File: src/rtl/rsc_pkg.sv
`timescale 1ns / 1ps
`default_nettype none
// ----------------------------------------------------------------------------
// RPN stack calculator package
// Shared types, command and status codes and fixed-point constants.
// ----------------------------------------------------------------------------
package rsc_pkg;

  // Stack geometry and number format (signed Q16.16)
  localparam int unsigned STACK_DEPTH_DEF = 8;
  localparam int unsigned Q_W             = 32;
  localparam int unsigned FRAC_W          = 16;
  localparam int unsigned DEPTH_OUT_W     = 4;

  localparam logic [Q_W-1:0] Q_MAX = 32'h7FFF_FFFF;
  localparam logic [Q_W-1:0] Q_MIN = 32'h8000_0000;

  // Divider: magnitude of dividend * 2^16, two quotient bits per cycle
  localparam int unsigned DIV_N_W   = Q_W + FRAC_W;
  localparam int unsigned DIV_STEPS = 2;
  localparam int unsigned DIV_ITERS = DIV_N_W / DIV_STEPS;
  localparam int unsigned DIV_CNT_W = $clog2(DIV_ITERS);

  // Command codes
  typedef enum logic [2:0] {
    OP_PUSH = 3'd0,
    OP_ADD  = 3'd1,
    OP_SUB  = 3'd2,
    OP_MUL  = 3'd3,
    OP_DIV  = 3'd4,
    OP_DROP = 3'd5
  } op_e;

  // Result status codes
  typedef enum logic [1:0] {
    ST_OK   = 2'd0,
    ST_FULL = 2'd1,
    ST_OVF  = 2'd2,
    ST_DIV0 = 2'd3
  } status_e;

  // Per-cycle move command broadcast to every stack cell
  typedef enum logic [1:0] {
    CELL_HOLD,
    CELL_UP,
    CELL_DOWN
  } cell_cmd_e;

  // Controller states
  typedef enum logic [1:0] {
    S_IDLE,
    S_EXEC,
    S_MUL,
    S_DIV
  } state_e;

  // Request payload
  typedef struct packed {
    logic [2:0]            op;
    logic signed [Q_W-1:0] push_value;
  } req_t;

  // Result payload
  typedef struct packed {
    logic signed [Q_W-1:0]   top_value;
    logic [DEPTH_OUT_W-1:0]  stack_depth;
    logic [1:0]              status;
  } res_t;

endpackage
`default_nettype wire

File: src/rtl/rsc_cell.sv
`timescale 1ns / 1ps
`default_nettype none
// ----------------------------------------------------------------------------
// RPN stack cell
// One stack entry; takes its upper or lower neighbor's value on a shift.
// ----------------------------------------------------------------------------
module rsc_cell (
  input  wire logic                          clk_i,
  input  wire logic                          rst_ni,
  input  wire rsc_pkg::cell_cmd_e            cmd_i,
  input  wire logic signed [rsc_pkg::Q_W-1:0] prev_i,  // entry nearer the top
  input  wire logic signed [rsc_pkg::Q_W-1:0] next_i,  // entry nearer the bottom
  output logic signed [rsc_pkg::Q_W-1:0]      data_o
);

  logic signed [rsc_pkg::Q_W-1:0] data_q, data_d;

  // Select the new content
  always_comb begin
    case (cmd_i)
      rsc_pkg::CELL_UP:   data_d = prev_i;
      rsc_pkg::CELL_DOWN: data_d = next_i;
      default:            data_d = data_q;
    endcase
  end

  // Entry register, empty slots read as zero
  always_ff @(posedge clk_i or negedge rst_ni) begin
    if (!rst_ni) begin
      data_q <= '0;
    end else begin
      data_q <= data_d;
    end
  end

  assign data_o = data_q;

endmodule
`default_nettype wire

File: src/rtl/rsc_div.sv
`timescale 1ns / 1ps
`default_nettype none
// ----------------------------------------------------------------------------
// RPN unsigned divider
// Restoring radix-2 divider, two quotient bits per cycle, 48-bit dividend.
// ----------------------------------------------------------------------------
module rsc_div (
  input  wire logic                            clk_i,
  input  wire logic                            rst_ni,
  input  wire logic                            start_i,
  input  wire logic [rsc_pkg::DIV_N_W-1:0]     dividend_i,
  input  wire logic [rsc_pkg::Q_W-1:0]         divisor_i,
  output logic                                 done_o,
  output logic [rsc_pkg::DIV_N_W-1:0]          quot_o
);

  localparam logic [rsc_pkg::DIV_CNT_W-1:0] LastIter =
    rsc_pkg::DIV_CNT_W'(rsc_pkg::DIV_ITERS - 1);

  logic                               run_q, done_q;
  logic [rsc_pkg::DIV_CNT_W-1:0]      cnt_q;
  logic [rsc_pkg::Q_W-1:0]            rem_q, rem_d;
  logic [rsc_pkg::Q_W-1:0]            dvs_q;
  logic [rsc_pkg::DIV_N_W-1:0]        quo_q, quo_d;

  // Two dependent shift-compare-subtract steps
  always_comb begin
    logic [rsc_pkg::Q_W:0] trial;
    rem_d = rem_q;
    quo_d = quo_q;
    for (int k = 0; k < rsc_pkg::DIV_STEPS; k++) begin
      trial = {rem_d, quo_d[rsc_pkg::DIV_N_W-1]};
      quo_d = {quo_d[rsc_pkg::DIV_N_W-2:0], 1'b0};
      if (trial >= {1'b0, dvs_q}) begin
        trial    = trial - {1'b0, dvs_q};
        quo_d[0] = 1'b1;
      end
      rem_d = trial[rsc_pkg::Q_W-1:0];
    end
  end

  // Iteration control
  always_ff @(posedge clk_i or negedge rst_ni) begin
    if (!rst_ni) begin
      run_q  <= 1'b0;
      done_q <= 1'b0;
      cnt_q  <= '0;
    end else if (start_i) begin
      run_q  <= 1'b1;
      done_q <= 1'b0;
      cnt_q  <= '0;
    end else if (run_q) begin
      cnt_q <= cnt_q + 1'b1;
      if (cnt_q == LastIter) begin
        run_q  <= 1'b0;
        done_q <= 1'b1;
      end
    end else begin
      done_q <= 1'b0;
    end
  end

  // Datapath: dividend shifts out as quotient shifts in
  always_ff @(posedge clk_i) begin
    if (start_i) begin
      rem_q <= '0;
      quo_q <= dividend_i;
      dvs_q <= divisor_i;
    end else if (run_q) begin
      rem_q <= rem_d;
      quo_q <= quo_d;
    end
  end

  assign done_o = done_q;
  assign quot_o = quo_q;

endmodule
`default_nettype wire

File: src/rtl/rpn_stack_calculator_core.sv
`timescale 1ns / 1ps
`default_nettype none
// ----------------------------------------------------------------------------
// RPN stack calculator core
// Signed Q16.16 operand stack built as a row of shift cells with a command
// sequencer, a registered multiplier and an iterative divider.
// ----------------------------------------------------------------------------
// A request is taken on a clock edge where start is high and busy is low;
// one result follows per request on res_o, flagged by done_o for exactly one
// cycle, and it must be captured then since it cannot be held off. Push,
// add, subtract, drop and unused codes finish in the execute state, multiply
// goes on to a multiply state (product register, then shift and saturate),
// and divide waits on the 48-bit divider that produces two quotient bits per
// cycle; a divide by zero skips the divider and finishes in the execute state.
// busy is low again in the cycle done_o is high, so a new request may be
// issued alongside a result.
// ----------------------------------------------------------------------------
module rpn_stack_calculator_core #(
  parameter int unsigned STACK_DEPTH = rsc_pkg::STACK_DEPTH_DEF
) (
  input  wire logic          clk_i,
  input  wire logic          rst_ni,
  input  wire logic          start,
  output logic               busy,
  input  wire rsc_pkg::req_t req_i,
  output logic               done_o,
  output rsc_pkg::res_t      res_o
);

  localparam int unsigned CntW = $clog2(STACK_DEPTH + 1);
  localparam int unsigned QW   = rsc_pkg::Q_W;

  rsc_pkg::state_e            state_q, state_d;
  rsc_pkg::req_t              req_q;
  rsc_pkg::status_e           status_q, status_d;
  rsc_pkg::cell_cmd_e         cell_cmd;
  logic [CntW-1:0]            cnt_q, cnt_d, cnt_dec;
  logic [CntW+3:0]            cnt_ext;
  logic                       done_q, done_d;
  logic signed [2*QW-1:0]     prod_q, prod_d;
  logic signed [QW-1:0]       cell_data [STACK_DEPTH];
  logic signed [QW-1:0]       top0_load;
  logic signed [QW-1:0]       opa, opb;
  logic [QW:0]                sum;
  logic [QW-1:0]              a_mag, b_mag;
  logic                       div_start, div_done;
  logic [rsc_pkg::DIV_N_W-1:0] quot;

  // Stack cells: entry 0 is the top
  for (genvar i = 0; i < STACK_DEPTH; i++) begin : g_cell
    logic signed [QW-1:0] prev_val, next_val;
    if (i == 0) begin : g_top
      assign prev_val = req_q.push_value;
      assign next_val = top0_load;
    end else if (i == STACK_DEPTH - 1) begin : g_bottom
      assign prev_val = cell_data[i-1];
      assign next_val = '0;
    end else begin : g_mid
      assign prev_val = cell_data[i-1];
      assign next_val = cell_data[i+1];
    end
    rsc_cell u_cell (
      .clk_i  (clk_i),
      .rst_ni (rst_ni),
      .cmd_i  (cell_cmd),
      .prev_i (prev_val),
      .next_i (next_val),
      .data_o (cell_data[i])
    );
  end

  // Operands: second entry op top
  assign opa     = cell_data[1];
  assign opb     = cell_data[0];
  assign a_mag   = opa[QW-1] ? (QW'(0) - opa) : opa;
  assign b_mag   = opb[QW-1] ? (QW'(0) - opb) : opb;
  assign cnt_dec = (cnt_q != '0) ? (cnt_q - 1'b1) : cnt_q;

  rsc_div u_div (
    .clk_i      (clk_i),
    .rst_ni     (rst_ni),
    .start_i    (div_start),
    .dividend_i ({a_mag, rsc_pkg::FRAC_W'(0)}),
    .divisor_i  (b_mag),
    .done_o     (div_done),
    .quot_o     (quot)
  );

  // Sequencer: next state, cell moves and result status
  always_comb begin
    state_d   = state_q;
    status_d  = status_q;
    cnt_d     = cnt_q;
    done_d    = 1'b0;
    cell_cmd  = rsc_pkg::CELL_HOLD;
    top0_load = cell_data[1];
    prod_d    = prod_q;
    div_start = 1'b0;
    sum       = '0;
    case (state_q)
      rsc_pkg::S_IDLE: begin
        if (start) begin
          state_d = rsc_pkg::S_EXEC;
        end
      end
      rsc_pkg::S_EXEC: begin
        state_d  = rsc_pkg::S_IDLE;
        done_d   = 1'b1;
        status_d = rsc_pkg::ST_OK;
        case (req_q.op)
          rsc_pkg::OP_PUSH: begin
            if (cnt_q < CntW'(STACK_DEPTH)) begin
              cell_cmd = rsc_pkg::CELL_UP;
              cnt_d    = cnt_q + 1'b1;
            end else begin
              status_d = rsc_pkg::ST_FULL;
            end
          end
          rsc_pkg::OP_ADD, rsc_pkg::OP_SUB: begin
            if (req_q.op == rsc_pkg::OP_ADD) begin
              sum = {opa[QW-1], opa} + {opb[QW-1], opb};
            end else begin
              sum = {opa[QW-1], opa} - {opb[QW-1], opb};
            end
            // 33-bit result, saturate when the top two bits differ
            if (sum[QW] != sum[QW-1]) begin
              top0_load = sum[QW] ? rsc_pkg::Q_MIN : rsc_pkg::Q_MAX;
              status_d  = rsc_pkg::ST_OVF;
            end else begin
              top0_load = sum[QW-1:0];
            end
            cell_cmd = rsc_pkg::CELL_DOWN;
            cnt_d    = cnt_dec;
          end
          rsc_pkg::OP_MUL: begin
            prod_d  = opa * opb;
            done_d  = 1'b0;
            state_d = rsc_pkg::S_MUL;
          end
          rsc_pkg::OP_DIV: begin
            if (opb == '0) begin
              top0_load = opa[QW-1] ? rsc_pkg::Q_MIN : rsc_pkg::Q_MAX;
              status_d  = rsc_pkg::ST_DIV0;
              cell_cmd  = rsc_pkg::CELL_DOWN;
              cnt_d     = cnt_dec;
            end else begin
              div_start = 1'b1;
              done_d    = 1'b0;
              state_d   = rsc_pkg::S_DIV;
            end
          end
          rsc_pkg::OP_DROP: begin
            cell_cmd = rsc_pkg::CELL_DOWN;
            cnt_d    = cnt_dec;
          end
          default: ;
        endcase
      end
      rsc_pkg::S_MUL: begin
        // floor(product / 2^16), saturate unless bits 63..47 agree
        if ((&prod_q[2*QW-1:QW+rsc_pkg::FRAC_W-1]) ||
            !(|prod_q[2*QW-1:QW+rsc_pkg::FRAC_W-1])) begin
          top0_load = prod_q[QW+rsc_pkg::FRAC_W-1:rsc_pkg::FRAC_W];
        end else begin
          top0_load = prod_q[2*QW-1] ? rsc_pkg::Q_MIN : rsc_pkg::Q_MAX;
          status_d  = rsc_pkg::ST_OVF;
        end
        cell_cmd = rsc_pkg::CELL_DOWN;
        cnt_d    = cnt_dec;
        done_d   = 1'b1;
        state_d  = rsc_pkg::S_IDLE;
      end
      rsc_pkg::S_DIV: begin
        if (div_done) begin
          // apply quotient sign, truncation toward zero is kept
          if (opa[QW-1] ^ opb[QW-1]) begin
            if (quot > rsc_pkg::DIV_N_W'(rsc_pkg::Q_MIN)) begin
              top0_load = rsc_pkg::Q_MIN;
              status_d  = rsc_pkg::ST_OVF;
            end else begin
              top0_load = QW'(0) - quot[QW-1:0];
            end
          end else begin
            if (quot > rsc_pkg::DIV_N_W'(rsc_pkg::Q_MAX)) begin
              top0_load = rsc_pkg::Q_MAX;
              status_d  = rsc_pkg::ST_OVF;
            end else begin
              top0_load = quot[QW-1:0];
            end
          end
          cell_cmd = rsc_pkg::CELL_DOWN;
          cnt_d    = cnt_dec;
          done_d   = 1'b1;
          state_d  = rsc_pkg::S_IDLE;
        end
      end
      default: state_d = rsc_pkg::S_IDLE;
    endcase
  end

  // Control registers
  always_ff @(posedge clk_i or negedge rst_ni) begin
    if (!rst_ni) begin
      state_q  <= rsc_pkg::S_IDLE;
      status_q <= rsc_pkg::ST_OK;
      cnt_q    <= '0;
      done_q   <= 1'b0;
    end else begin
      state_q  <= state_d;
      status_q <= status_d;
      cnt_q    <= cnt_d;
      done_q   <= done_d;
    end
  end

  // Request capture and product register
  always_ff @(posedge clk_i) begin
    if (start && !busy) begin
      req_q <= req_i;
    end
    prod_q <= prod_d;
  end

  // Outputs
  assign cnt_ext           = {4'b0000, cnt_q};
  assign busy              = (state_q != rsc_pkg::S_IDLE);
  assign done_o            = done_q;
  assign res_o.top_value   = cell_data[0];
  assign res_o.stack_depth = cnt_ext[rsc_pkg::DEPTH_OUT_W-1:0];
  assign res_o.status      = status_q;

  // Checks
  a_done_not_busy: assert property (@(posedge clk_i) disable iff (!rst_ni)
    done_o |-> !busy)
    else $error("result strobe while busy");

  a_cnt_range: assert property (@(posedge clk_i) disable iff (!rst_ni)
    cnt_q <= CntW'(STACK_DEPTH))
    else $error("occupied count beyond stack depth");

  a_accept_busy: assert property (@(posedge clk_i) disable iff (!rst_ni)
    (start && !busy) |=> busy)
    else $error("accepted request did not raise busy");

  a_full_status: assert property (@(posedge clk_i) disable iff (!rst_ni)
    (done_o && status_q == rsc_pkg::ST_FULL) |-> (cnt_q == CntW'(STACK_DEPTH)))
    else $error("full status with room left");

endmodule
`default_nettype wire
File: config.mk
export PLATFORM = sky130hd
export DESIGN_NAME = rpn_stack_calculator_core
export DESIGN_NICKNAME = d
export VERILOG_FILES = /design/src/rtl/rsc_pkg.sv /design/src/rtl/rsc_cell.sv /design/src/rtl/rsc_div.sv /design/src/rtl/rpn_stack_calculator_core.sv
export SDC_FILE = /design/constraint.sdc
export NUM_CORES = 2
export LEC_CHECK = 0
export ABC_CLOCK_PERIOD_IN_PS = 8800
export BUFFER_PORTS_ARGS = -buffer_cell sky130_fd_sc_hd__clkbuf_2
export CORE_MARGIN = 2
export CORE_UTILIZATION = 53
export DETAILED_ROUTE_END_ITERATION = 6
export PLACE_DENSITY = 0.76
export SETUP_SLACK_MARGIN = 0.5
export SKIP_LAST_GASP = 1
export SLEW_MARGIN = 20
export SYNTH_ARGS = -nofsm -noshare
export SYNTH_HDL_FRONTEND = slang
export SYNTH_SLANG_ARGS = --single-unit
File: constraint.sdc
create_clock -name clk_i -period 8.8 [get_ports clk_i]
set_input_delay 1.76 -clock clk_i [delete_from_list [all_inputs] [get_ports clk_i]]
set_output_delay 1.76 -clock clk_i [all_outputs]
set_load 0.01 [all_outputs]
==> reports/qor_table.md <==
| Step | Parameter | This run |
|:---|:---|:---|
| logic synthesis | Count of synthesis-stage warnings from yosys | 0 |
| critical path | Data arrival time at the worst-slack endpoint | 8600 ps |
| logic synthesis | Number of enable flip-flop cells after synthesis | 147 |
| critical path | Crit-path max cell delay | 860 ps |
| placed design | Final weighted congestion of routability-driven global placement | 0.982 |
| critical path | Crit path kind | flop to flop |
| sta | Final critical-path share of the clock period | 93.1% |
| cells and area | Final Net Count | 8308 |
| floorplanning | Top-Level Pins | 78 |
| sta | Final-report max-slew violation count | 0 |
| cells and area | Fraction of layout cells with a size suffix above 1 | 8.36% |
| detailed routing | Routed vias | 50900 |
| sta | Actual transition at the worst max-transition pin | 1140 ps |
| critical path | Register-to-Register Setup Slack | 610 ps |
| sta | Final setup viols | 0 |
| clock tree | Post-CTS clock slew at the launch and capture registers of the worst setup and hold paths | 60 ps |
| logic synthesis | Most numerous cell types in the synthesized netlist | 1084 x sky130_fd_sc_hd__fa_1, 1070 x sky130_fd_sc_hd__inv_1, 925 x sky130_fd_sc_hd__nand2_1, 518 x sky130_fd_sc_hd__and2_1, 436 x sky130_fd_sc_hd__o21ai_0 |
| placed design | Total of buffers placed on input and output ports | 77 |
| logic synthesis | Fraction of registers with async set/reset | 58.2% |
| global routing | Gr ovfl total | 0 |
| clock tree | Count of clock tree sinks | 467 |
| critical path | Cell family contributing the most delay on the critical path | adder cells |
| status | Run status | complete, but fails checks |
| logic synthesis | Leading cell types by total area after synthesis | sky130_fd_sc_hd__fa_1 34%, sky130_fd_sc_hd__dfrtp_1 11%, sky130_fd_sc_hd__edfxtp_1 6.9% |
| logic synthesis | Number of instances in the synthesized netlist | 6950 |
| global routing | Number of global-route vias before repair | 52800 |
| logic synthesis | Fraction of synthesized cell area taken by the top area cell type | 33.9% |
| floorplanning | Die Ht | 352 um |
| run | Count of maximum capacitance violations | 0 |
| clock tree | CTS root buf | sky130_fd_sc_hd__clkbuf_16 |
| detailed routing | DR WL/cell | 22.7 um |
| logic synthesis | Post-Synthesis Mean Instance Area | 9.22 um2 |
| sta | Unrepaired setup endpoints after global routing | true |
| critical path | Peak fanout along the critical path | 23 |
| global routing | First-pass GRT wire length | 300 mm |
| sta | Fmax | 122 MHz |
| detailed routing | TritonRoute pass-1 iters | 7 |
| clock tree | Number of buffers created by CTS | 56 |
| sta | Summed negative setup slack over all endpoints | 0 ps |
| floorplanning | Overall die area | 124000 um2 |
| sta | Clock skew after layout | 39.4 ps |
| sta | Post-layout min period | 8190 ps |
| clock tree | Clock Tree Buf Depth | 3 |
| logic synthesis | Distinct cell type count of the synthesized netlist | 83 |
| detailed routing | Total routed wirelength | 194 mm |
| detailed routing | Post-route DRC | 1 |
| critical path | Number of buffers and inverters on the critical path | 3 |
| clock tree | Clock insertion delay at the later pin of the skew report | 700 ps |
| sta | Max transition margin | 24.1% |
| critical path | Most common cell on crit path | sky130_fd_sc_hd__fa_1 |
| floorplanning | Std cell rows | 127 |
| clock tree | CTS Hold Buffers Added | 0 |
| floorplanning | Core Footprint | 120000 um2 |
| logic synthesis | Synthesized flop and latch total | 467 |
| clock tree | Level count of the clock H-tree | 2 |
| global routing | Pin count of the biggest net entering global routing | 266 |
| floorplanning | Starting density of the core | 53.4% |
| detailed routing | DRC violation total after the first TritonRoute iteration | 5235 |
| critical path | Critical path startpoint category | flop |
| critical path | Critical-path top delay cell | sky130_fd_sc_hd__dfrtp_2 |
| sta | Final hold violation count | 0 |
| floorplanning | Die W | 352 um |
| worst hold path | Class of the worst hold path | flop to flop |
| clock tree | TritonCTS clock tree | yes |
| critical path | Critical Path End Type | flop |
| cells and area | Filler cells | 10000 |
| detailed routing | Number of antenna-violating nets in the routed design | 0 |
| status | Violations in the final reports | design-rule violations |
| logic synthesis | Largest area contributor in the synthesized netlist | sky130_fd_sc_hd__fa_1 |
| cells and area | Growth of design area from synthesis to finish | 8.56% |
| critical path | Data required time at the worst endpoint | 9210 ps |
| logic synthesis | Share of synthesized area occupied by flip-flops and latches | 19.0% |
| logic synthesis | Post-synth top flop | sky130_fd_sc_hd__dfrtp_1 |
| global routing | Initial antenna violation count | 7 |
| detailed routing | Vias per std cell | 5.94 |
| placed design | Detailed placement HPWL | 146 mm |
| global routing | All-layer global routing usage | 31.7% |
| logic synthesis | Post-Synthesis Net Count | 8356 |
| logic synthesis | Count leader, synth | sky130_fd_sc_hd__fa_1 |
| logic synthesis | Cell Area, Synth | 64100 um2 |
-- timing repair --
item | in CTS | in global routing
buffers inserted | 3 | 39
cloned | 0 | 2
endpoints found under the setup margin | 15 | 18
resized for setup | 23 | 85
pin swaps | 0 | 22
-- placed cells by master, fill, tap and decap left out, drive strengths merged, types with 224 or more instances in the layout --
| master | Yosys | layout |
|---|---|---|
| inv | 1070 | 1076 |
| mux2i | 224 | 224 |
| o21ai | 440 | 440 |
| fa | 1084 | 1084 |
| dfrtp | 272 | 272 |
| a21oi | 229 | 229 |
| nor2 | 274 | 274 |
| and2 | 518 | 518 |
| buf | 68 | 254 |
| ha | 284 | 284 |
| nand2 | 925 | 925 |
-- registers in the layout, indices dropped and copies added (netlist names) --
name,cells
u_div.rem_q,32
g_cell.u_cell.data_o,256
u_div.quot_o,48
prod_q,48
g_cell.prev_val,32
state_q,2
cnt_q,4
u_div.run_q,1
u_div.cnt_q,5
status_q,2
u_div.done_o,1
u_div.dvs_q,32
done_o,1
req_q,3
-- tightest hold or removal path, cell delays in order, from the launching register on --
cell and delay (ps):
sky130_fd_sc_hd__dfrtp_1 340, sky130_fd_sc_hd__nand2_1 50, sky130_fd_sc_hd__o21ai_0 60
-- worst paths after layout --
check	start	end	cells after the start
max in group asynchronous	rst_ni	g_cell[1].u_cell.data_o[27]	2
worst min register to register	g_cell[7].u_cell.data_o[14]	g_cell[7].u_cell.data_o[14]	2
worst min-delay path	g_cell[7].u_cell.data_o[14]	g_cell[7].u_cell.data_o[14]	2
worst max-delay path	g_cell[0].u_cell.data_o[25]	prod_q[63]	25
worst max register to register	g_cell[0].u_cell.data_o[25]	prod_q[63]	25
min in group asynchronous	rst_ni	cnt_q[2]	1
-- area by class of cell --
type                            count  area, um2  share of cell area [%]
Sequential cell                   467      12300                    17.7
Antenna cell                        3       7.51                  0.0108
Multi-Input combinational cell   4974      46400                    66.7
Tap cell                         1612       2020                    2.90
Clock buffer                       67       1500                    2.16
Inverter                         1071       4030                    5.79
Timing Repair Buffer              332       2770                    3.98
Clock inverter                     39        529                   0.761
-- stage by stage --
stage          setup slack (ps)  area, um2  util (%)  std cells  hold slack (ps)
6_report                    611      69600      58.0       8565              481
5_1_grt                     439      69500      58.0       8562              512
4_1_cts                     485      68900      57.4       8520              484
3_5_place_dp                235      66800      55.7       8411              470
3_3_place_gp                411      66800      55.7       8411              463
2_1_floorplan               329      64100         -       6950              447
-- logic make-up (layout without fill, tap and decap cells) --
logic type / after synthesis / in the layout / share of synthesized area, %
AND/OR/NAND/NOR: 2063 / 2063 / 15.4
buffers and inverters: 1509 / 1509 / 8.88
adder cells (fa/ha/maj): 1368 / 1368 / 39.4
AO/OA/AOI/OAI: 1072 / 1072 / 10.3
flip-flops: 467 / 467 / 19.0
multiplexers: 247 / 247 / 3.90
XOR/XNOR: 224 / 224 / 3.06
other: 0 / 3 / 0
-- metal layers --
metal  GRT usage [%]  share of wire (%)  routed length [um]
met5           0.432              0.081                 158
met4            17.7                6.6               12800
met3            7.13                 11               21400
met2            49.9                 45               87300
met1            40.7                 37               72400
Power is not shown: default switching activity piles up to over one toggle a cycle in this logic, so the estimate is an artifact.
